File: config.mk
export PLATFORM = sky130hd
export DESIGN_NAME = lru_key_value_cache_top
export DESIGN_NICKNAME = d
export VERILOG_FILES = /design/src/rtl/lkvc_pkg.sv /design/src/rtl/lkvc_ram.sv /design/src/rtl/lkvc_ctrl.sv /design/src/rtl/lkvc_datapath.sv /design/src/rtl/lru_key_value_cache_top.sv
export VERILOG_INCLUDE_DIRS = /design/src /design/src/rtl
export SDC_FILE = /design/constraint.sdc
export NUM_CORES = 2
export LEC_CHECK = 0
export ABC_AREA = 1
export BUFFER_PORTS_ARGS = -buffer_cell sky130_fd_sc_hd__buf_4
export CORE_ASPECT_RATIO = 0.75
export CORE_UTILIZATION = 30
export CTS_CLUSTER_SIZE = 28
export DETAILED_ROUTE_END_ITERATION = 6
export GPL_TIMING_DRIVEN = 0
export HOLD_SLACK_MARGIN = 0.12
export PLACE_DENSITY_LB_ADDON = 0.25
export SKIP_CTS_REPAIR_TIMING = 1
export SLEW_MARGIN = 10
export SYNTH_ARGS = -nofsm -noshare
export SYNTH_HDL_FRONTEND = slang
export SYNTH_SLANG_ARGS = --single-unit
File: constraint.sdc
create_clock -name clock -period 12.3 [get_ports clock]
set_clock_uncertainty 0.15 [all_clocks]
set_input_delay 2.46 -clock clock [delete_from_list [all_inputs] [get_ports clock]]
set_output_delay 2.46 -clock clock [all_outputs]
set_load 0.005 [all_outputs]
File: src/rtl/assert_macros.svh
// assertion macros shared by the cache rtl
// every macro samples on clock and is disabled while reset is high
`ifndef ASSERT_MACROS_SVH
`define ASSERT_MACROS_SVH

// property that must hold at every clock edge
`define ASSERT_ALWAYS(label, prop, msg) \
   label: assert property (@(posedge clock) disable iff (reset) (prop)) else $error(msg);

// consequence that must hold in the cycle after the trigger
`define ASSERT_NEXT(label, trig, cons, msg) \
   label: assert property (@(posedge clock) disable iff (reset) (trig) |=> (cons)) else $error(msg);

`endif

File: src/rtl/lkvc_pkg.sv
// shared types and constants of the lru key-value cache
// used by the controller, datapath and top level; depends on nothing
`default_nettype none

package lkvc_pkg;

   // storage geometry
   localparam int ENTRIES     = 16;
   localparam int KEY_WIDTH   = 32;
   localparam int VALUE_WIDTH = 32;
   localparam int IDX_WIDTH   = $clog2(ENTRIES);
   localparam int RANK_WIDTH  = $clog2(ENTRIES);
   localparam int COUNT_WIDTH = $clog2(ENTRIES + 1);

   // capacity register
   localparam int CAP_WIDTH = 5;
   localparam int CMP_WIDTH = (CAP_WIDTH > COUNT_WIDTH) ? CAP_WIDTH : COUNT_WIDTH;
   localparam logic [CAP_WIDTH-1:0] CAP_RESET = CAP_WIDTH'(ENTRIES);

   // csr port
   localparam int CSR_DATA_WIDTH  = 32;
   localparam int CSR_ADDR_WIDTH  = 3;
   localparam int CSR_INDEX_WIDTH = CSR_ADDR_WIDTH - 2;
   localparam logic [CSR_INDEX_WIDTH-1:0] CSR_IDX_CAPACITY = '0;

   // operation codes
   localparam logic OP_GET = 1'b0;
   localparam logic OP_PUT = 1'b1;

   // controller states
   typedef enum logic {
      ST_IDLE,
      ST_UPDATE
   } lkvc_state_type;

   // commands from controller to datapath
   typedef struct packed {
      logic capture;  // word accepted: register the match results
      logic commit;   // update the store and load the result word
   } lkvc_cmd_type;

endpackage

`default_nettype wire

File: src/rtl/lkvc_ram.sv
// generic single-port-write, single-port-read ram with registered read data
// self-contained, no package dependency
`default_nettype none

module lkvc_ram #(
   parameter int WIDTH = 32,
   parameter int DEPTH = 16
) (
   input  wire logic                     clock,
   input  wire logic                     wr_en,
   input  wire logic [$clog2(DEPTH)-1:0] wr_addr,
   input  wire logic [WIDTH-1:0]         wr_data,
   input  wire logic [$clog2(DEPTH)-1:0] rd_addr,
   output logic      [WIDTH-1:0]         rd_data
);

   logic [WIDTH-1:0] mem_ff [DEPTH];
   logic [WIDTH-1:0] rd_data_ff;

   // write port and registered read port
   always_ff @(posedge clock) begin
      if (wr_en) begin
         mem_ff[wr_addr] <= wr_data;
      end
      rd_data_ff <= mem_ff[rd_addr];
   end

   assign rd_data = rd_data_ff;

endmodule

`default_nettype wire

File: src/rtl/lkvc_ctrl.sv
// controller of the lru key-value cache: match/update sequencing and result handshake
// depends on lkvc_pkg and assert_macros.svh
`default_nettype none
`include "assert_macros.svh"

module lkvc_ctrl (
   input  wire logic         clock,
   input  wire logic         reset,
   input  wire logic         req_valid,
   output logic              req_stall,
   output logic              rsp_valid,
   input  wire logic         rsp_stall,
   output lkvc_pkg::lkvc_cmd_type cmd
);

   lkvc_pkg::lkvc_state_type state_ff, state_in;
   logic rsp_valid_ff, rsp_valid_in;
   logic out_free;

   // result register can take a new word
   assign out_free = !rsp_valid_ff || !rsp_stall;

   // next state
   always_comb begin
      state_in = state_ff;
      case (state_ff)
         lkvc_pkg::ST_IDLE: begin
            if (req_valid) state_in = lkvc_pkg::ST_UPDATE;
         end
         lkvc_pkg::ST_UPDATE: begin
            if (out_free) state_in = lkvc_pkg::ST_IDLE;
         end
         default: begin
            state_in = lkvc_pkg::ST_IDLE;
         end
      endcase
   end

   // outputs
   always_comb begin
      req_stall   = 1'b1;
      cmd         = '0;
      case (state_ff)
         lkvc_pkg::ST_IDLE: begin
            req_stall   = 1'b0;
            cmd.capture = req_valid;
         end
         lkvc_pkg::ST_UPDATE: begin
            cmd.commit = out_free;
         end
         default: begin
            req_stall = 1'b1;
         end
      endcase
   end

   // result valid flag
   assign rsp_valid_in = cmd.commit || (rsp_valid_ff && rsp_stall);

   always_ff @(posedge clock) begin
      if (reset) begin
         state_ff     <= lkvc_pkg::ST_IDLE;
         rsp_valid_ff <= 1'b0;
      end else begin
         state_ff     <= state_in;
         rsp_valid_ff <= rsp_valid_in;
      end
   end

   assign rsp_valid = rsp_valid_ff;

   // a result word appears only after a commit
   `ASSERT_ALWAYS(a_valid_after_commit, $rose(rsp_valid_ff) |-> $past(cmd.commit), "result word without commit")
   // a commit always loads the result word
   `ASSERT_NEXT(a_commit_loads_word, cmd.commit, rsp_valid_ff, "commit did not load result word")

endmodule

`default_nettype wire

File: src/rtl/lkvc_datapath.sv
// datapath of the lru key-value cache: key match, recency ranks, value ram, result word
// depends on lkvc_pkg, lkvc_ram and assert_macros.svh
`default_nettype none
`include "assert_macros.svh"

module lkvc_datapath (
   input  wire logic                                 clock,
   input  wire logic                                 reset,
   input  wire lkvc_pkg::lkvc_cmd_type               cmd,
   input  wire logic [lkvc_pkg::CAP_WIDTH-1:0]       capacity,
   input  wire logic                                 req_operation,
   input  wire logic [lkvc_pkg::KEY_WIDTH-1:0]       req_key,
   input  wire logic [lkvc_pkg::VALUE_WIDTH-1:0]     req_value,
   output logic                                      rsp_hit,
   output logic      [lkvc_pkg::VALUE_WIDTH-1:0]     rsp_read_value
);

   localparam int N  = lkvc_pkg::ENTRIES;
   localparam int IW = lkvc_pkg::IDX_WIDTH;
   localparam int RW = lkvc_pkg::RANK_WIDTH;
   localparam int CW = lkvc_pkg::COUNT_WIDTH;
   localparam int MW = lkvc_pkg::CMP_WIDTH;

   // per-slot state
   logic [N-1:0]                       valid_ff, valid_in;
   logic [lkvc_pkg::KEY_WIDTH-1:0]     key_ff [N];
   logic [lkvc_pkg::KEY_WIDTH-1:0]     key_in [N];
   logic [RW-1:0]                      rank_ff [N];
   logic [RW-1:0]                      rank_in [N];
   logic [CW-1:0]                      used_ff, used_in;

   // captured word and match results
   logic                               op_ff;
   logic [lkvc_pkg::KEY_WIDTH-1:0]     cur_key_ff;
   logic [lkvc_pkg::VALUE_WIDTH-1:0]   cur_value_ff;
   logic                               hit_ff, hit_in;
   logic [IW-1:0]                      slot_ff, slot_in;
   logic                               touch_ff, touch_in;
   logic                               fill_ff, fill_in;
   logic                               newkey_ff, newkey_in;
   logic [RW-1:0]                      age_ff, age_in;

   // result word
   logic                               rsp_hit_ff;
   logic [lkvc_pkg::VALUE_WIDTH-1:0]   rsp_read_value_ff, rsp_read_value_in;

   // match logic
   logic [N-1:0]      match_vec, free_vec, oldest_vec;
   logic [IW-1:0]     found_idx, free_idx, oldest_idx;
   logic              found_any, free_any, full;
   logic [MW-1:0]     cap_eff;
   logic [CW-1:0]     used_minus_one;

   // ram
   logic [IW-1:0]                      rd_addr;
   logic                               ram_wr_en;
   logic [lkvc_pkg::VALUE_WIDTH-1:0]   ram_rd_data;

   assign used_minus_one = used_ff - CW'(1);

   // parallel key compare, free and oldest slot flags
   always_comb begin
      for (int i = 0; i < N; i++) begin
         match_vec[i]  = valid_ff[i] && (key_ff[i] == req_key);
         free_vec[i]   = !valid_ff[i];
         oldest_vec[i] = valid_ff[i] && (CW'(rank_ff[i]) == used_minus_one);
      end
   end

   // lowest-numbered slot of each kind
   always_comb begin
      found_idx  = '0;
      free_idx   = '0;
      oldest_idx = '0;
      for (int i = N - 1; i >= 0; i--) begin
         if (match_vec[i])  found_idx  = IW'(i);
         if (free_vec[i])   free_idx   = IW'(i);
         if (oldest_vec[i]) oldest_idx = IW'(i);
      end
   end

   assign found_any = |match_vec;
   assign free_any  = |free_vec;

   // effective capacity, clamped to one..entries
   always_comb begin
      cap_eff = MW'(capacity);
      if (capacity == '0) begin
         cap_eff = MW'(1);
      end else if (MW'(capacity) > MW'(N)) begin
         cap_eff = MW'(N);
      end
   end

   assign full = (MW'(used_ff) >= cap_eff) || !free_any;

   // choose the slot to touch for this word
   always_comb begin
      hit_in    = found_any;
      slot_in   = found_idx;
      touch_in  = 1'b0;
      fill_in   = 1'b0;
      newkey_in = 1'b0;
      age_in    = rank_ff[found_idx];
      if (found_any) begin
         touch_in = 1'b1;
      end else if (req_operation == lkvc_pkg::OP_PUT) begin
         touch_in  = 1'b1;
         newkey_in = 1'b1;
         if (full) begin
            slot_in = oldest_idx;
            age_in  = rank_ff[oldest_idx];
         end else begin
            slot_in = free_idx;
            fill_in = 1'b1;
            age_in  = RW'(used_ff);
         end
      end
   end

   // capture on accept
   always_ff @(posedge clock) begin
      if (cmd.capture) begin
         op_ff        <= req_operation;
         cur_key_ff   <= req_key;
         cur_value_ff <= req_value;
         hit_ff       <= hit_in;
         slot_ff      <= slot_in;
         touch_ff     <= touch_in;
         fill_ff      <= fill_in;
         newkey_ff    <= newkey_in;
         age_ff       <= age_in;
      end
   end

   // value store, read at the matching slot while the word is accepted
   assign rd_addr   = cmd.capture ? found_idx : slot_ff;
   assign ram_wr_en = cmd.commit && (op_ff == lkvc_pkg::OP_PUT);

   lkvc_ram #(
      .WIDTH (lkvc_pkg::VALUE_WIDTH),
      .DEPTH (lkvc_pkg::ENTRIES)
   ) u_value_ram (
      .clock   (clock),
      .wr_en   (ram_wr_en),
      .wr_addr (slot_ff),
      .wr_data (cur_value_ff),
      .rd_addr (rd_addr),
      .rd_data (ram_rd_data)
   );

   // recency, valid, key and count updates
   always_comb begin
      valid_in = valid_ff;
      used_in  = used_ff;
      for (int i = 0; i < N; i++) begin
         key_in[i]  = key_ff[i];
         rank_in[i] = rank_ff[i];
      end
      if (cmd.commit && touch_ff) begin
         for (int i = 0; i < N; i++) begin
            if (IW'(i) == slot_ff) begin
               rank_in[i] = '0;
               if (newkey_ff) key_in[i] = cur_key_ff;
            end else if (valid_ff[i] && (rank_ff[i] < age_ff)) begin
               rank_in[i] = rank_ff[i] + RW'(1);
            end
         end
         if (fill_ff) begin
            valid_in[slot_ff] = 1'b1;
            used_in           = used_ff + CW'(1);
         end
      end
   end

   always_ff @(posedge clock) begin
      if (reset) begin
         valid_ff <= '0;
         used_ff  <= '0;
         for (int i = 0; i < N; i++) begin
            rank_ff[i] <= '0;
         end
      end else begin
         valid_ff <= valid_in;
         used_ff  <= used_in;
         for (int i = 0; i < N; i++) begin
            rank_ff[i] <= rank_in[i];
         end
      end
   end

   always_ff @(posedge clock) begin
      for (int i = 0; i < N; i++) begin
         key_ff[i] <= key_in[i];
      end
   end

   // result word, value only on a get hit
   assign rsp_read_value_in = (hit_ff && (op_ff == lkvc_pkg::OP_GET)) ? ram_rd_data : '0;

   always_ff @(posedge clock) begin
      if (cmd.commit) begin
         rsp_hit_ff        <= hit_ff;
         rsp_read_value_ff <= rsp_read_value_in;
      end
   end

   assign rsp_hit        = rsp_hit_ff;
   assign rsp_read_value = rsp_read_value_ff;

   // fill count tracks the valid bits
   `ASSERT_ALWAYS(a_count_matches_valid, $countones(valid_ff) == used_ff, "fill count out of step")
   // a fill goes only into a free slot
   `ASSERT_ALWAYS(a_fill_free_slot, (cmd.commit && fill_ff) |-> !valid_ff[slot_ff], "fill into used slot")
   // a hit always names a live slot
   `ASSERT_ALWAYS(a_hit_slot_valid, (cmd.commit && hit_ff) |-> valid_ff[slot_ff], "hit on invalid slot")

endmodule

`default_nettype wire

File: src/rtl/lru_key_value_cache_top.sv
// lru key-value cache, 16 fully associative entries with least-recent replacement
// result word loaded by the commit in the update state after a request word is accepted
// one word at a time: key match on accept, then value ram read and rank update
// a stalled result word holds the next word in its update cycle; requests stall meanwhile
// reset (synchronous): all entries invalid, ranks and fill count zero, capacity 16
// no clearing pass; keys and values need no reset
`default_nettype none

module lru_key_value_cache_top (
   input  wire logic                                   clock,
   input  wire logic                                   reset,
   // request channel
   input  wire logic                                   req_valid,
   output logic                                        req_stall,
   input  wire logic                                   req_operation,
   input  wire logic [lkvc_pkg::KEY_WIDTH-1:0]         req_key,
   input  wire logic [lkvc_pkg::VALUE_WIDTH-1:0]       req_value,
   // response channel
   output logic                                        rsp_valid,
   input  wire logic                                   rsp_stall,
   output logic                                        rsp_hit,
   output logic      [lkvc_pkg::VALUE_WIDTH-1:0]       rsp_read_value,
   // csr port
   input  wire logic                                   csr_psel,
   input  wire logic                                   csr_penable,
   input  wire logic                                   csr_pwrite,
   input  wire logic [lkvc_pkg::CSR_ADDR_WIDTH-1:0]    csr_paddr,
   input  wire logic [lkvc_pkg::CSR_DATA_WIDTH-1:0]    csr_pwdata,
   output logic      [lkvc_pkg::CSR_DATA_WIDTH-1:0]    csr_prdata,
   output logic                                        csr_pready
);

   lkvc_pkg::lkvc_cmd_type cmd;

   logic [lkvc_pkg::CAP_WIDTH-1:0]       capacity_ff, capacity_in;
   logic [lkvc_pkg::CSR_INDEX_WIDTH-1:0] csr_index;
   logic                                 csr_wr;

   // capacity register
   assign csr_index = csr_paddr[lkvc_pkg::CSR_ADDR_WIDTH-1:2];
   assign csr_pready = 1'b1;
   assign csr_wr = csr_psel && csr_penable && csr_pwrite && csr_pready;

   always_comb begin
      capacity_in = capacity_ff;
      if (csr_wr && (csr_index == lkvc_pkg::CSR_IDX_CAPACITY)) begin
         capacity_in = csr_pwdata[lkvc_pkg::CAP_WIDTH-1:0];
      end
   end

   always_ff @(posedge clock) begin
      if (reset) begin
         capacity_ff <= lkvc_pkg::CAP_RESET;
      end else begin
         capacity_ff <= capacity_in;
      end
   end

   assign csr_prdata = (csr_index == lkvc_pkg::CSR_IDX_CAPACITY) ?
                       lkvc_pkg::CSR_DATA_WIDTH'(capacity_ff) : '0;

   // sequencing
   lkvc_ctrl u_ctrl (
      .clock     (clock),
      .reset     (reset),
      .req_valid (req_valid),
      .req_stall (req_stall),
      .rsp_valid (rsp_valid),
      .rsp_stall (rsp_stall),
      .cmd       (cmd)
   );

   // storage and match
   lkvc_datapath u_datapath (
      .clock          (clock),
      .reset          (reset),
      .cmd            (cmd),
      .capacity       (capacity_ff),
      .req_operation  (req_operation),
      .req_key        (req_key),
      .req_value      (req_value),
      .rsp_hit        (rsp_hit),
      .rsp_read_value (rsp_read_value)
   );

endmodule

`default_nettype wire
After elaboration in Yosys (flattened, before gate mapping)
Memory sizes are Yosys's and may differ from the RTL's. A register that Yosys moved wholly into a read port is not among the register bits.
Cells that the tools add are included.
{"block": "totals", "elab_cells": 364, "input_bits": 107, "out_inout_bits": 68, "n_memories": 3, "ram_bits": 1088, "register_bits": 138}
{"block": "classes", "n_mux": 155, "n_addsub": 18, "n_eq_ne": 47, "bitwise_logic": 21, "n_reduce_logical": 84, "n_lt_le_gt_ge": 20}
{"memory": "u_datapath.key_ff", "words": 16, "word_bits": 32, "rd": 16, "rd_ports_with_merged_regs": 0, "wr": 16, "line_no": "lkvc_datapath.sv:26", "rtl": "logic [lkvc_pkg::KEY_WIDTH-1:0] key_ff [N];"}
{"memory": "u_datapath.u_value_ram.mem_ff", "words": 16, "word_bits": 32, "rd": 1, "rd_ports_with_merged_regs": 1, "wr": 1, "line_no": "lkvc_ram.sv:17", "rtl": "logic [WIDTH-1:0] mem_ff [DEPTH];"}
{"memory": "u_datapath.rank_ff", "words": 16, "word_bits": 4, "rd": 18, "rd_ports_with_merged_regs": 0, "wr": 16, "line_no": "lkvc_datapath.sv:28", "rtl": "logic [RW-1:0] rank_ff [N];"}
{"operator": "$mux W32", "count": 32}
{"operator": "$eq A32 B32 Y1", "count": 16}
{"operator": "$mux W512", "count": 1}
{"operator": "$mux W4", "count": 103}
{"operator": "$eq A4 B5 Y1", "count": 16}
{"operator": "$add A4 B1 Y4 const B", "count": 16}
{"operator": "$lt A4 B4 Y1", "count": 16}
{"operator": "$mux W64", "count": 1}
{"operator": "$logic_and A1 B1 Y1", "count": 56}
{"operator": "$eq A4 B4 Y1 const A", "count": 8}
{"operator": "$reduce_or A16 Y1", "count": 2}
{"operator": "$logic_not A1 Y1", "count": 19}
{"operator": "$reduce_or A17 Y1", "count": 1}
{"operator": "$eq A3 B4 Y1 const A", "count": 4}
{"operator": "$or A1 B1 Y1", "count": 16}
{"operator": "$or A16 B16 Y16", "count": 1}
{"operator": "$mux W5", "count": 3}
{"operator": "$mux W1", "count": 13}
{"operator": "$eq A2 B4 Y1 const A", "count": 2}
{"operator": "$add A5 B1 Y5 const B", "count": 1}
{"operator": "$ge A5 B5 Y1", "count": 1}
{"operator": "$gt A5 B5 Y1 const B", "count": 1}
{"operator": "$logic_not A5 Y1", "count": 1}
{"operator": "$lt A4 B5 Y1 const B", "count": 1}
{"operator": "other kinds (9)", "count": 14}

Depth between registers and ports, before layout
An unclocked memory read counts as a cell.
{"block": "logic_depth", "ltp_word": 23, "ltp_mapped": 38, "ltp_nobuf": 34}

Cells and area by module
A second synthesis with hierarchy kept.
{"block": "unflattened", "hier_cells": 5436, "area_unflattened_um2": 57298.7}
{"mod": "lkvc_datapath", "area_per_inst_um2": 33996.4, "seq_area_each_um2": 20379.5, "n_inst": 1, "cells_each": 3230}
{"mod": "lkvc_ram", "area_per_inst_um2": 22730.6, "seq_area_each_um2": 16015.4, "n_inst": 1, "cells_each": 2120}
{"mod": "lru_key_value_cache_top", "area_per_inst_um2": 491.7, "seq_area_each_um2": 100.1, "n_inst": 1, "cells_each": 76}
{"mod": "lkvc_ctrl", "area_per_inst_um2": 80.1, "seq_area_each_um2": 40.0, "n_inst": 1, "cells_each": 10}

Worst setup path after synthesis
Ideal clock, no wire load.
{"block": "synth_path", "kind": "in2reg", "startpoint": "in req_valid", "endpoint": "reg u_datapath.u_value_ram.rd_data_ff[10], in the netlist u_datapath.u_value_ram.rd_data[10], read port of u_datapath.u_value_ram.mem_ff", "setup_slack_ns": 4.818, "n_path_buf": 1, "required_time_ns": 12.092, "setup_time_ns": 0.058, "t_arrival_ns": 7.274, "cell_stages": 7, "path_cell_list": "inv_1 nor2_1 o21ai_1 inv_1 buf_2 nand3_1 nand2_1"}
{"item": "start: declaration", "line_no": "lru_key_value_cache_top.sv:13", "rtl": "input wire logic req_valid,"}
{"item": "end: declaration", "line_no": "lkvc_ram.sv:18", "rtl": "logic [WIDTH-1:0] rd_data_ff;"}

Worst setup path after layout
{"block": "layout_path", "startpoint": "in req_key[6] (netlist name)", "endpoint": "reg u_datapath.u_value_ram.rd_data_ff[2], in the netlist u_datapath.u_value_ram.rd_data[2], read port of u_datapath.u_value_ram.mem_ff"}
{"block": "layout_between", "elab_chain_cells": 19, "word_cells_on_any_way": 49, "cone_classes": "eq/ne: 16; mux: 17; reduce/logical: 16"}
{"item": "start: declaration", "line_no": "lru_key_value_cache_top.sv:16", "rtl": "input wire logic [lkvc_pkg::KEY_WIDTH-1:0] req_key,"}
{"item": "$eq A32 B32 Y1", "line_no": "lkvc_datapath.sv:64", "rtl": "match_vec[i] = valid_ff[i] && (key_ff[i] == req_key);"}
{"item": "$logic_and A1 B1 Y1", "line_no": "lkvc_datapath.sv:64"}
{"item": "$mux W4 (15 in series)", "line_no": "lkvc_datapath.sv:76", "rtl": "if (match_vec[i]) found_idx = IW'(i);"}
{"item": "$mux W4 (*)", "line_no": "lkvc_datapath.sv:76"}
{"item": "$mux W4 (*)", "line_no": "lkvc_datapath.sv:137", "rtl": "assign rd_addr = cmd.capture ? found_idx : slot_ff;"}
Every way passes the cells marked *; elsewhere a longest branch is shown, timed or not.
A chain may end at the register's enable or synchronous reset.

==> flow_metrics.py <==
metrics = {
    "worst_setup_path": {
        "crit_path_end_kind": "register",
        "path_delay_family": "simple AND/OR/NAND/NOR gates",
        "path_cells": "buf_4 -> clkinv_1 -> clkbuf_1 -> o21ai_0 -> a211oi_1 -> nand4_1 -> nor4_1 -> nand3_1 -> nand2_1 -> nor2_1 -> o31ai_2 -> nand2_4 -> inv_4 -> nand2_1 -> o21ai_2 -> buf_4 -> buf_2 -> nand3_1 -> nand3_1 -> nand2_1",
        "rrSetupSlack_ps": 6150,
        "crit_type": "in2reg",
        "start_kind": "input port",
        "arrival_ps": 8220,
        "cpMaxStageDelayCell": "nor4_1",
        "critPathBufInv": 6,
        "slowest_delay_ps": 920,
        "path_max_fanout": 10,
        "required_ps": 12780,
    },
    "clocking": {
        "cts.path.max_buffers": 3,
        "cts-htree-levels": 4,
        "cts_sinks": 1258,
        "cts_tree": "yes",
        "clk_pin_slew_worst_paths_ps": 60,
        "clk_latency_ps": 780,
        "cts_buffers": 133,
        "cts-root-buf": "clkbuf_16",
    },
    "floorplan": {
        "chipWidth_um": 503,
        "chipHeight_um": 378,
        "coreArea_um2": 187000,
        "die_area_um2": 190000,
        "io_pins": 175,
        "initial_utilization_pct": 30.3,
        "row_count": 137,
    },
    "finish": {
        "drive_above_1_share_pct": 11.5,
        "nets": 5826,
        "regArea_um2": 36500,
        "areaGrowthSynthToFinish_pct": 16.9,
        "stdcell_count": 8259,
        "final_core_util_pct": 35.4,
        "fillCellCount": 18600,
        "multi_input_area_um2": 17400,
    },
    "place": {
        "hpwl_um": 147000,
        "pre_cts_ws_ps": 3990,
        "dp_cells": 8015,
        "gp_congestion": 0.952,
        "io_buffers": 116,
    },
    "synth": {
        "synth.most_common_cell": "nand2_1",
        "synthCells": 5328,
        "synth_top_area_cell": "edfxtp_1",
        "synth_flop_cell": "edfxtp_1",
        "ys_types": 53,
        "synthTopCellsByCount": "1537 x nand2_1, 1134 x edfxtp_1, 627 x nand3_1, 310 x inv_1, 269 x nor2_1",
        "netlist_area_um2": 56600,
        "ys_seq_area_share_pct": 64.6,
        "synth.area.top_cells": "edfxtp_1 60%, nand2_1 10%, nand3_1 5.5%",
        "synth-edff-count": 1134,
        "avgSynthCellArea_um2": 10.6,
        "synth_top_area_share_pct": 60.2,
        "ys_seq_elements": 1258,
        "async_flop_share_pct": 0,
        "yosys_warnings": 0,
    },
    "detailed_routing": {
        "top_layer": "met5",
        "num_vias": 42500,
        "routedWlPerCell_um": 25.8,
        "drt-vias-per-instance": 5.15,
        "drt-total-wl_um": 213000,
        "ant_nets": 0,
        "route.met3.wl_um": 20300,
        "drc": 0,
        "drt-initial-drc-count": 5835,
        "wl_met2_um": 91600,
        "dr.pass1.iters": 6,
        "m1WireLength_um": 96000,
    },
    "status": {
        "status": "finished, final reports clean",
    },
    "timing": {
        "fin_crit_sh_pct": 63.0,
        "finalMaxSlewViolations": 0,
        "max_freq_mhz": 129,
        "setup_viol": 0,
        "finalCriticalPeriod_ps": 7750,
        "rsz0062_at_grt": "false",
        "max_slew_margin_pct": 6.32,
        "hold_violations": 0,
        "holdWs_ps": 349,
        "tightest_slew_ps": 1410,
        "worst_slack_ps": 4550,
    },
    "global_routing": {
        "antenna_found_initial": 4,
        "grt_pass1_wl_um": 297000,
        "grt_overflow": 0,
        "track_usage_pct": 22.0,
        "grt_max_degree": 30,
        "grt_pass1_vias": 39300,
    },
    "power": {
        "power.density_nw_per_um2": 145,
        "leakagePower_nw": 24.2,
        "power.total_mw": 9.56,
        "peakVddDrop_mv": 0.144,
    },
    "min_path": {
        "hold_class": "reg2reg",
    },
    "job": {
        "cap_violations": 0,
    },
}
==> metal layers <==
layer  vias to the layer above  global-route usage [%]
li1                      19200                       -
met1                     20900                    32.1
met2                      2125                    32.9
met3                       264                    4.58
met4                         4                    6.12
met5                         -                       0
==> cell type report <==
cell class              count  share of cell area, %
diodes                      2                0.00757
plain buffers             279                   2.55
clock buffers             181                   5.46
clock inverters            61                  0.963
inverters                 345                   1.96
multi-input cells        3472                   26.3
flip-flops and latches   1258                   55.3
well taps                2502                   4.73
repair buffers            159                   2.74
==> worst paths after layout <==
path	start	end	cells after the start
hold / removal	u_ctrl.rsp_valid$_SDFF_PP0_	u_ctrl.rsp_valid$_SDFF_PP0_	2
setup reg to reg	u_datapath.used_ff[0]$_SDFFE_PP0P_	u_datapath.age_ff[0]$_DFFE_PP_	24
setup / recovery	req_key[6]	u_datapath.u_value_ram.rd_data[2]$_DFF_P_	20
hold reg to reg	u_ctrl.rsp_valid$_SDFF_PP0_	u_ctrl.rsp_valid$_SDFF_PP0_	2
==> kinds of logic after synthesis <==
logic type                 count (synthesis)  share of synthesized area (%)
and+or+nand+nor                         2636                           19.7
xor gates and xnor gates                 183                           2.83
DFF                                     1258                           64.6
adders and majority gates                 71                           1.57
buffers and inverters                    624                           5.27
other                                      2                         0.0133
AOI/OAI and AO/OA                        554                           6.01
==> power by group <==
group	switching [mW]	internal, mW	total, mW
combinational	0.475	0.204	0.679
sequential	0.113	4.73	4.84
clock	1.79	2.25	4.04
total	2.38	7.18	9.56
==> registers in the layout (all words and copies together) (netlist names), 4 cells and up <==
signal                          cells
capacity_ff                         5
u_datapath.age_ff                   4
u_datapath.cur_key_ff              32
u_datapath.cur_value_ff            32
u_datapath.key_ff                 512
u_datapath.rank_ff                 64
u_datapath.rsp_read_value          32
u_datapath.slot_ff                  4
u_datapath.u_value_ram.mem_ff     512
u_datapath.u_value_ram.rd_data     32
u_datapath.used_ff                  5
u_datapath.valid_ff                16
==> layout by cell type, fill, tap and decap left out, drive strengths merged, types with 17 or more instances in the layout <==
cell	instances
inv	346
xor2	61
edfxtp	1134
buf	396
o211ai	17
nand4	44
o21ai	160
a211oi	44
a221oi	33
nand3	629
conb	28
ha	71
clkinv	50
nand2	1546
o22ai	69
o2111ai	22
nor4	40
dfxtp	124
nor3	61
a21oi	163
nor2	269
a22o	22
xnor2	122
or2	34
clkbuf	223
==> stage by stage <==
stage | area (µm²) | setup TNS [ps]
global placement | 60700 | -48760
detailed placement | 61900 | 0
floorplan | 56700 | 0
CTS | 66100 | 0
global route | 66100 | 0
finish | 66100 | 0
==> worst min-delay path, cell delays in order (launching register included) <==
cell and delay, ps:
dfxtp_1 310, nand2_1 80, a21oi_1 60
(Power assumes the default switching activity.)
